$ cat src/hw/rtl/alfr_pkg.sv
// ----------------------------------------------------------------------------
// Lagged Fibonacci generator package
// Shared types, codes and constants for the controller and the datapath.
// ----------------------------------------------------------------------------
`default_nettype none

package alfr_pkg;

  localparam int WORD_W = 32;
  localparam int STEP_W = 7;

  // Request operation codes.
  localparam logic OP_DRAW   = 1'b0;
  localparam logic OP_RESEED = 1'b1;

  // Output format codes.
  localparam logic [1:0] FMT_FULL = 2'd0;
  localparam logic [1:0] FMT_HALF = 2'd1;
  localparam logic [1:0] FMT_FRAC = 2'd2;

  localparam logic [WORD_W-1:0] SEED_MUL      = 32'd13;
  localparam logic [WORD_W-1:0] SEED_ADD      = 32'd3;
  localparam logic [WORD_W-1:0] FRACTION_MASK = 32'h00FF_FFFF;
  localparam logic [STEP_W-1:0] SILENT_DRAWS  = 7'd100;

  // Commands from the controller to the datapath.
  typedef struct packed {
    logic load_seed;   // latch seed into the fill generator, zero the position
    logic fill_write;  // write the fill word at the position, advance
    logic rd;          // read the source and destination words
    logic wr;          // write the sum back to the destination, advance
    logic capture;     // latch the format of an accepted draw request
    logic out_load;    // load the result register
  } alfr_cmd_t;

  // Status from the datapath to the controller.
  typedef struct packed {
    logic pos_last;     // position is at the last ring entry
    logic out_blocked;  // result register is full and stalled
  } alfr_status_t;

endpackage

`default_nettype wire

$ cat src/hw/rtl/additive_lagged_fibonacci_rng.sv
// ----------------------------------------------------------------------------
// Additive lagged Fibonacci random number generator
// Ring of 32-bit words in RAM; a draw adds the read word into the word LAG
// places ahead, writes it back and returns the sum in the requested format.
//
//   Channel  Direction  Handshake               Payload
//   in       input      in_valid / in_stall     operation, format
//   out      output     out_valid / out_stall   value
//   cfg      input      cfg_valid / cfg_ready   seed
//
// An accepted draw reads the ring, then sums the registered RAM read data, writes
// the sum back and loads the result register; no new request is taken until the
// draw has returned to idle.
// A reseed fills every ring entry and then runs 100 silent draws.
// Reset runs a reseed with seed zero; in_stall is high while it runs.
// A stalled output holds the draw in its write-back cycle until it drains.
// ----------------------------------------------------------------------------
`default_nettype none

module additive_lagged_fibonacci_rng
  import alfr_pkg::*;
#(
  parameter int RING_DEPTH = 55,
  parameter int LAG        = 24
) (
  input  wire logic              clk,
  input  wire logic              rst,
  input  wire logic              in_valid,
  output logic                   in_stall,
  input  wire logic              operation,
  input  wire logic [1:0]        format,
  output logic                   out_valid,
  input  wire logic              out_stall,
  output logic      [WORD_W-1:0] value,
  input  wire logic              cfg_valid,
  output logic                   cfg_ready,
  input  wire logic [WORD_W-1:0] seed
);

  alfr_cmd_t    cmd;
  alfr_status_t status;

  assign cfg_ready = 1'b1;

  alfr_ctrl u_ctrl (
    .clk       (clk),
    .rst       (rst),
    .in_valid  (in_valid),
    .in_stall  (in_stall),
    .operation (operation),
    .status    (status),
    .cmd       (cmd)
  );

  alfr_datapath #(
    .RING_DEPTH (RING_DEPTH),
    .LAG        (LAG)
  ) u_datapath (
    .clk       (clk),
    .rst       (rst),
    .cfg_valid (cfg_valid && cfg_ready),
    .seed      (seed),
    .format    (format),
    .cmd       (cmd),
    .status    (status),
    .out_valid (out_valid),
    .out_stall (out_stall),
    .value     (value)
  );

endmodule

`default_nettype wire

$ cat src/hw/rtl/alfr_ram.sv
// ----------------------------------------------------------------------------
// Generic RAM
// One write port, two read ports with registered read data.
// ----------------------------------------------------------------------------
`default_nettype none

module alfr_ram #(
  parameter int WIDTH = 32,
  parameter int DEPTH = 55
) (
  input  wire logic                     clk,
  input  wire logic                     we,
  input  wire logic [$clog2(DEPTH)-1:0] waddr,
  input  wire logic [WIDTH-1:0]         wdata,
  input  wire logic                     re,
  input  wire logic [$clog2(DEPTH)-1:0] raddr_a,
  input  wire logic [$clog2(DEPTH)-1:0] raddr_b,
  output logic      [WIDTH-1:0]         rdata_a,
  output logic      [WIDTH-1:0]         rdata_b
);

  logic [WIDTH-1:0] mem [DEPTH];

  always_ff @(posedge clk) begin
    if (we) begin
      mem[waddr] <= wdata;
    end
    if (re) begin
      rdata_a <= mem[raddr_a];
      rdata_b <= mem[raddr_b];
    end
  end

endmodule

`default_nettype wire

$ cat src/hw/rtl/alfr_ctrl.sv
// ----------------------------------------------------------------------------
// Lagged Fibonacci generator controller
// Sequences ring fill, silent draws of a reseed and requested draws.
// ----------------------------------------------------------------------------
`default_nettype none

module alfr_ctrl
  import alfr_pkg::*;
(
  input  wire logic         clk,
  input  wire logic         rst,
  input  wire logic         in_valid,
  output logic              in_stall,
  input  wire logic         operation,
  input  wire alfr_status_t status,
  output alfr_cmd_t         cmd
);

  typedef enum logic [1:0] {
    S_IDLE,
    S_FILL,
    S_READ,
    S_WRITE
  } state_t;

  state_t            state;
  state_t            state_next;
  logic              silent;
  logic              silent_next;
  logic [STEP_W-1:0] step_count;
  logic [STEP_W-1:0] step_count_next;

  assign in_stall = (state != S_IDLE);

  always_comb begin
    cmd             = '0;
    state_next      = state;
    silent_next     = silent;
    step_count_next = step_count;
    unique case (state)
      S_IDLE: begin
        if (in_valid) begin
          if (operation == OP_RESEED) begin
            cmd.load_seed = 1'b1;
            state_next    = S_FILL;
          end else begin
            cmd.capture = 1'b1;
            silent_next = 1'b0;
            state_next  = S_READ;
          end
        end
      end
      S_FILL: begin
        cmd.fill_write = 1'b1;
        if (status.pos_last) begin
          silent_next     = 1'b1;
          step_count_next = '0;
          state_next      = S_READ;
        end
      end
      S_READ: begin
        cmd.rd     = 1'b1;
        state_next = S_WRITE;
      end
      S_WRITE: begin
        if (silent) begin
          cmd.wr = 1'b1;
          if (step_count == SILENT_DRAWS - 7'd1) begin
            step_count_next = '0;
            state_next      = S_IDLE;
          end else begin
            step_count_next = step_count + 7'd1;
            state_next      = S_READ;
          end
        end else if (!status.out_blocked) begin
          cmd.wr       = 1'b1;
          cmd.out_load = 1'b1;
          state_next   = S_IDLE;
        end
      end
      default: state_next = S_IDLE;
    endcase
  end

  // Reset starts a reseed with the seed register at zero.
  always_ff @(posedge clk) begin
    if (rst) begin
      state      <= S_FILL;
      silent     <= 1'b1;
      step_count <= '0;
    end else begin
      state      <= state_next;
      silent     <= silent_next;
      step_count <= step_count_next;
    end
  end

  a_step_range: assert property (@(posedge clk) disable iff (rst)
    step_count < SILENT_DRAWS)
    else $error("silent draw count out of range");

  a_draw_reads: assert property (@(posedge clk) disable iff (rst)
    (in_valid && !in_stall && operation == OP_DRAW) |=> cmd.rd)
    else $error("accepted draw did not read the ring next cycle");

  a_result_only_user: assert property (@(posedge clk) disable iff (rst)
    cmd.out_load |-> (cmd.wr && !silent))
    else $error("result loaded outside a requested draw");

endmodule

`default_nettype wire

$ cat src/hw/rtl/alfr_datapath.sv
// ----------------------------------------------------------------------------
// Lagged Fibonacci generator datapath
// Seed register, fill generator, ring position, lag adder and result register.
// ----------------------------------------------------------------------------
`default_nettype none

module alfr_datapath
  import alfr_pkg::*;
#(
  parameter int RING_DEPTH = 55,
  parameter int LAG        = 24
) (
  input  wire logic              clk,
  input  wire logic              rst,
  input  wire logic              cfg_valid,
  input  wire logic [WORD_W-1:0] seed,
  input  wire logic [1:0]        format,
  input  wire alfr_cmd_t         cmd,
  output alfr_status_t           status,
  output logic                   out_valid,
  input  wire logic              out_stall,
  output logic      [WORD_W-1:0] value
);

  localparam int PW      = $clog2(RING_DEPTH);
  localparam int LAG_MOD = LAG % RING_DEPTH;

  logic [WORD_W-1:0] seed_reg;
  logic [WORD_W-1:0] fill_word;
  logic [PW-1:0]     pos;
  logic [PW-1:0]     pos_inc;
  logic [PW:0]       dst_wide;
  logic [PW-1:0]     dst;
  logic [1:0]        fmt;
  logic [WORD_W-1:0] rdata_a;
  logic [WORD_W-1:0] rdata_b;
  logic [WORD_W-1:0] sum;
  logic [WORD_W-1:0] result;
  logic              ram_we;
  logic [PW-1:0]     ram_waddr;
  logic [WORD_W-1:0] ram_wdata;

  assign status.pos_last    = (pos == PW'(RING_DEPTH - 1));
  assign status.out_blocked = out_valid && out_stall;

  assign pos_inc  = status.pos_last ? '0 : pos + PW'(1);
  assign dst_wide = {1'b0, pos} + (PW + 1)'(LAG_MOD);
  assign dst      = (dst_wide >= (PW + 1)'(RING_DEPTH))
                    ? PW'(dst_wide - (PW + 1)'(RING_DEPTH)) : dst_wide[PW-1:0];

  assign sum = rdata_a + rdata_b;

  always_comb begin
    unique case (fmt)
      FMT_HALF: result = sum >> 1;
      FMT_FRAC: result = (sum >> 1) & FRACTION_MASK;
      default:  result = sum;
    endcase
  end

  assign ram_we    = cmd.fill_write || cmd.wr;
  assign ram_waddr = cmd.fill_write ? pos : dst;
  assign ram_wdata = cmd.fill_write ? fill_word : sum;

  alfr_ram #(
    .WIDTH (WORD_W),
    .DEPTH (RING_DEPTH)
  ) u_ring (
    .clk     (clk),
    .we      (ram_we),
    .waddr   (ram_waddr),
    .wdata   (ram_wdata),
    .re      (cmd.rd),
    .raddr_a (pos),
    .raddr_b (dst),
    .rdata_a (rdata_a),
    .rdata_b (rdata_b)
  );

  // The fill word and position reset to the state a reseed with zero starts from.
  always_ff @(posedge clk) begin
    if (rst) begin
      seed_reg  <= '0;
      fill_word <= '0;
      pos       <= '0;
      out_valid <= 1'b0;
    end else begin
      if (cfg_valid) begin
        seed_reg <= seed;
      end
      if (cmd.load_seed) begin
        fill_word <= seed_reg;
        pos       <= '0;
      end else if (cmd.fill_write) begin
        fill_word <= fill_word * SEED_MUL + SEED_ADD;
        pos       <= pos_inc;
      end else if (cmd.wr) begin
        pos <= pos_inc;
      end
      if (cmd.out_load) begin
        out_valid <= 1'b1;
      end else if (!out_stall) begin
        out_valid <= 1'b0;
      end
    end
  end

  always_ff @(posedge clk) begin
    if (cmd.capture) begin
      fmt <= format;
    end
    if (cmd.out_load) begin
      value <= result;
    end
  end

  a_pos_range: assert property (@(posedge clk) disable iff (rst)
    pos < PW'(RING_DEPTH - 1) || status.pos_last)
    else $error("ring position beyond depth");

  a_no_overwrite: assert property (@(posedge clk) disable iff (rst)
    cmd.out_load |-> !status.out_blocked)
    else $error("result register overwritten while stalled");

  // A requested draw may wait on a stalled result between its read and its write-back.
  a_write_after_read: assert property (@(posedge clk) disable iff (rst)
    cmd.wr |-> ($past(cmd.rd) || $past(status.out_blocked)))
    else $error("ring write-back without a preceding read");

endmodule

`default_nettype wire
$ cat config.mk
export PLATFORM = sky130hd
export DESIGN_NAME = additive_lagged_fibonacci_rng
export DESIGN_NICKNAME = d
export VERILOG_FILES = /design/src/hw/rtl/alfr_pkg.sv /design/src/hw/rtl/additive_lagged_fibonacci_rng.sv /design/src/hw/rtl/alfr_ram.sv /design/src/hw/rtl/alfr_ctrl.sv /design/src/hw/rtl/alfr_datapath.sv
export SDC_FILE = /design/constraint.sdc
export NUM_CORES = 2
export LEC_CHECK = 0
export ABC_CLOCK_PERIOD_IN_PS = 7400
export BUFFER_PORTS_ARGS = -buffer_cell sky130_fd_sc_hd__buf_2
export CAP_MARGIN = 0
export CORE_MARGIN = 1.5
export CORE_UTILIZATION = 30
export DETAILED_ROUTE_END_ITERATION = 12
export GPL_TIMING_DRIVEN = 0
export PLACE_DENSITY_LB_ADDON = 0.1
export SYNTH_ARGS = -nofsm -noshare
export SYNTH_HDL_FRONTEND = slang
export SYNTH_HIERARCHICAL = 1
export SYNTH_SLANG_ARGS = --single-unit
export TNS_END_PERCENT = 100
$ cat constraint.sdc
create_clock -name clk -period 7.4 [get_ports clk]
set_input_delay 1.85 -clock clk [delete_from_list [all_inputs] [get_ports clk]]
set_output_delay 1.85 -clock clk [all_outputs]
set_load 0.01 [all_outputs]
==> results.py <==
metrics = {
    "floorplanning": {
        "die_x_um": 561,
        "ios": 75,
        "initial_core_util_pct": 30.2,
        "rows": 204,
        "dieArea_um2": 315000,
        "die_h_um": 561,
        "core_area_um2": 309000,
    },
    "sta": {
        "whs_ns": 0.472,
        "drv_slew": 52,
        "relSlewSlack_pct": -11.7,
        "finClkSkew_ns": 0.0582,
        "period_needed_ns": 7.00,
        "fmax_mhz": 143,
        "finalCritPeriodShare_pct": 94.6,
        "tns_ns": 0,
        "worstMarginPinSlew_ns": 1.66,
        "setup_violations": 0,
        "rsz0062_at_grt": "false",
        "final_hold_viol_count": 0,
    },
    "finish": {
        "drive_above_1_share_pct": 29.3,
        "syn2layout_area_growth_pct": 17.3,
        "final_cell_mix": "1858 x edfxtp_1, 828 x mux4_2, 327 x mux2i_1, 233 x clkbuf_16, 225 x buf_2",
        "top_register": "u_datapath/u_ring/mem",
        "fin_cells": 10100,
        "final_util_pct": 35.4,
        "largest_reg_flops": 1760,
        "layout.nets": 5904,
        "mostFrequentLayoutCell": "edfxtp_1",
    },
    "global_route": {
        "grt_max_degree": 56,
        "grt_usage_pct": 26.7,
        "grt_pass1_vias": 57600,
        "antenna_found_initial": 67,
        "grt-ovfl-total": 0,
        "grt_pass1_wl_um": 557000,
    },
    "clocking": {
        "worstSkewPairLatency_ns": 0.93,
        "cts_hold_repair.buffers": 0,
        "cts_resized": 0,
        "clock_path_buffers": 4,
        "cts_buffers": 229,
        "htreeDepth": 4,
        "cts_tree": "done",
        "cts.reportedPaths.clkPinSlew_ns": 0.06,
        "cts_sinks": 1939,
        "cts_setup_buffers": 0,
        "cts_root_buffer": "clkbuf_16",
    },
    "placement": {
        "port_buffers": 71,
        "hpwl_um": 314000,
        "gp_congestion": 1.07,
        "place_inst": 9626,
    },
    "min_path": {
        "whs_path_depth": 2,
        "min_to": "u_datapath/fill_word[19]$_SDFFE_PP0P_",
        "hold_path.class": "flop to flop",
        "min-delay-start": "u_datapath/seed_reg[19]$_SDFFE_PP0P_",
    },
    "setup_path": {
        "arrival_ns": 7.73,
        "ff2ff_path_depth": 16,
        "cpMaxStageDelayCell": "a221oi_1",
        "critPathCaptureType": "flop",
        "r2r_start": "u_datapath/pos[3]$_SDFFE_PP0P_",
        "reg2reg_to": "u_datapath/u_ring/rdata_b[0]$_DFFE_PP_",
        "critical_path.max_fanout": 10,
        "r2r_slack_ns": 0.40,
        "crit_path_start_kind": "flop",
        "cp.required_ns": 8.12,
        "slowest_delay_ns": 1.36,
        "criticalPathCategory": "flop to flop",
        "worstPathCellList": "clkbuf_1 > inv_1 > ha_1 > a21oi_1 > o21ai_0 > a22oi_1 > mux2i_1 > buf_4 > buf_4 > buf_2 > buf_4 > nand2_1 > o211ai_1 > o21ai_0 > a221oi_1 > a22o_1",
        "path_common_cell": "buf_4",
    },
    "synth": {
        "synth_top_area_share_pct": 59.7,
        "syn_area_um2": 93500,
        "synth_edf_count": 1858,
        "synthTopCellsByArea": "edfxtp_1 60%, mux4_2 20%, mux2i_1 3.5%",
        "yosysUniqueCellTypes": 83,
        "syn-num-nets": 5481,
        "yosysWarnings": 6,
        "synthArstFlopShare_pct": 0,
        "synthCells": 5315,
        "ys_ff_latch": 1939,
        "synth_flop_cell": "edfxtp_1",
        "ys_seq_area_share_pct": 61.4,
        "avgSynthCellArea_um2": 17.6,
        "synth_top_cell_by_area": "edfxtp_1",
    },
    "route": {
        "first_pass_iters": 7,
        "routed_wl_um": 427000,
        "drcViolationCount": 0,
        "via_count": 59700,
        "wire_per_inst_um": 42.3,
        "drt_first_iter_violations": 8490,
        "viasPerCell": 5.92,
        "ant_nets": 0,
    },
    "run_status": {
        "outcome": "finished, violations left",
        "failed_checks": "capacitance limit, slew limit",
    },
    "job": {
        "drv_cap": 7,
    },
    "pwr": {
        "p_per_area_nw_per_um2": 351,
        "cellLeakagePower_nw": 34.6,
        "peakVddDrop_uv": 239,
    },
}
cell usage after synthesis, types with 51 or more instances:
cell and instances:
buf_2 153, nor2_1 184, a21oi_1 113, mux2i_1 327
nand3_1 62, a22oi_1 118, nand2_1 168, dfxtp_1 81
edfxtp_1 1858, o22ai_1 86, mux2_2 59, mux4_2 828
o21ai_0 115, nor2b_1 51, clkbuf_1 148, inv_1 175
ha_1 98, a221oi_1 54
worst max-delay path, delay by kind of cell (launching register included):
family / cells / cell delay [ns]
AND/OR/NAND/NOR: 1 / 0.09
buffers and inverters: 6 / 2.29
flip-flops: 1 / 0.39
AO/OA/AOI/OAI: 7 / 3.03
adder cells (fa/ha/maj): 1 / 0.23
multiplexers: 1 / 0.69
per-layer routing:
layer	wire, µm	share of wire, %	up-vias	global-route usage [%]
li1	-	-	23100	-
met3	36900	8.6	682	5.37
met2	192000	45	3275	41.2
met5	120	0.028	-	0
met4	22200	5.2	16	12.1
met1	176000	41	32700	36.2
cells by family after synthesis:
logic type | share of synthesized area (%)
multiplexers | 24.2
XOR/XNOR | 0.609
adder cells (fa/ha/maj) | 1.91
AO/OA/AOI/OAI | 5.92
buffers and inverters | 2.76
other | 0.00401
flip-flops | 61.4
AND/OR/NAND/NOR | 3.20
layout make-up:
type	instances	area [µm²]
diodes	54	135
fillers	29200	200000
inverters	176	661
repair buffers	192	2870
clock buffers	311	6220
clock inverters	103	942
multi-input cells	2815	34300
flip-flops and latches	1939	57400
well taps	4120	5150
plain buffers	385	1930
stage by stage:
step                total power (W)  cell area (µm²)  setup slack, ns
floorplan                    0.0210            93500             2.07
global placement             0.0271            99000            -4.15
detailed placement           0.0274           102000            0.800
CTS                          0.0386           109000            0.752
global route                 0.0395           110000            0.417
finish                       0.0385           110000            0.397
where the power goes:
group          internal (W)  switching, W
combinational       0.00445       0.00904
sequential           0.0136      0.000279
clock               0.00635       0.00474
total                0.0244        0.0141
worst max-delay path by stage:
stage	endpoint	startpoint
6_report	u_datapath/u_ring/rdata_b[0]$_DFFE_PP_	u_datapath/pos[3]$_SDFFE_PP0P_
5_1_grt	u_datapath/u_ring/rdata_b[20]$_DFFE_PP_	u_datapath/pos[3]$_SDFFE_PP0P_
2_1_floorplan	u_datapath/u_ring/mem[0][30]$_DFFE_PP_	u_datapath/u_ring/rdata_a[0]$_DFFE_PP_
4_1_cts	u_datapath/u_ring/rdata_b[0]$_DFFE_PP_	u_datapath/pos[3]$_SDFFE_PP0P_
3_5_place_dp	u_datapath/u_ring/rdata_b[0]$_DFFE_PP_	u_datapath/pos[3]$_SDFFE_PP0P_
3_3_place_gp	u_datapath/u_ring/mem[44][28]$_DFFE_PP_	u_datapath/u_ring/rdata_a[0]$_DFFE_PP_
Note: power is estimated with default switching activity, not from simulation.
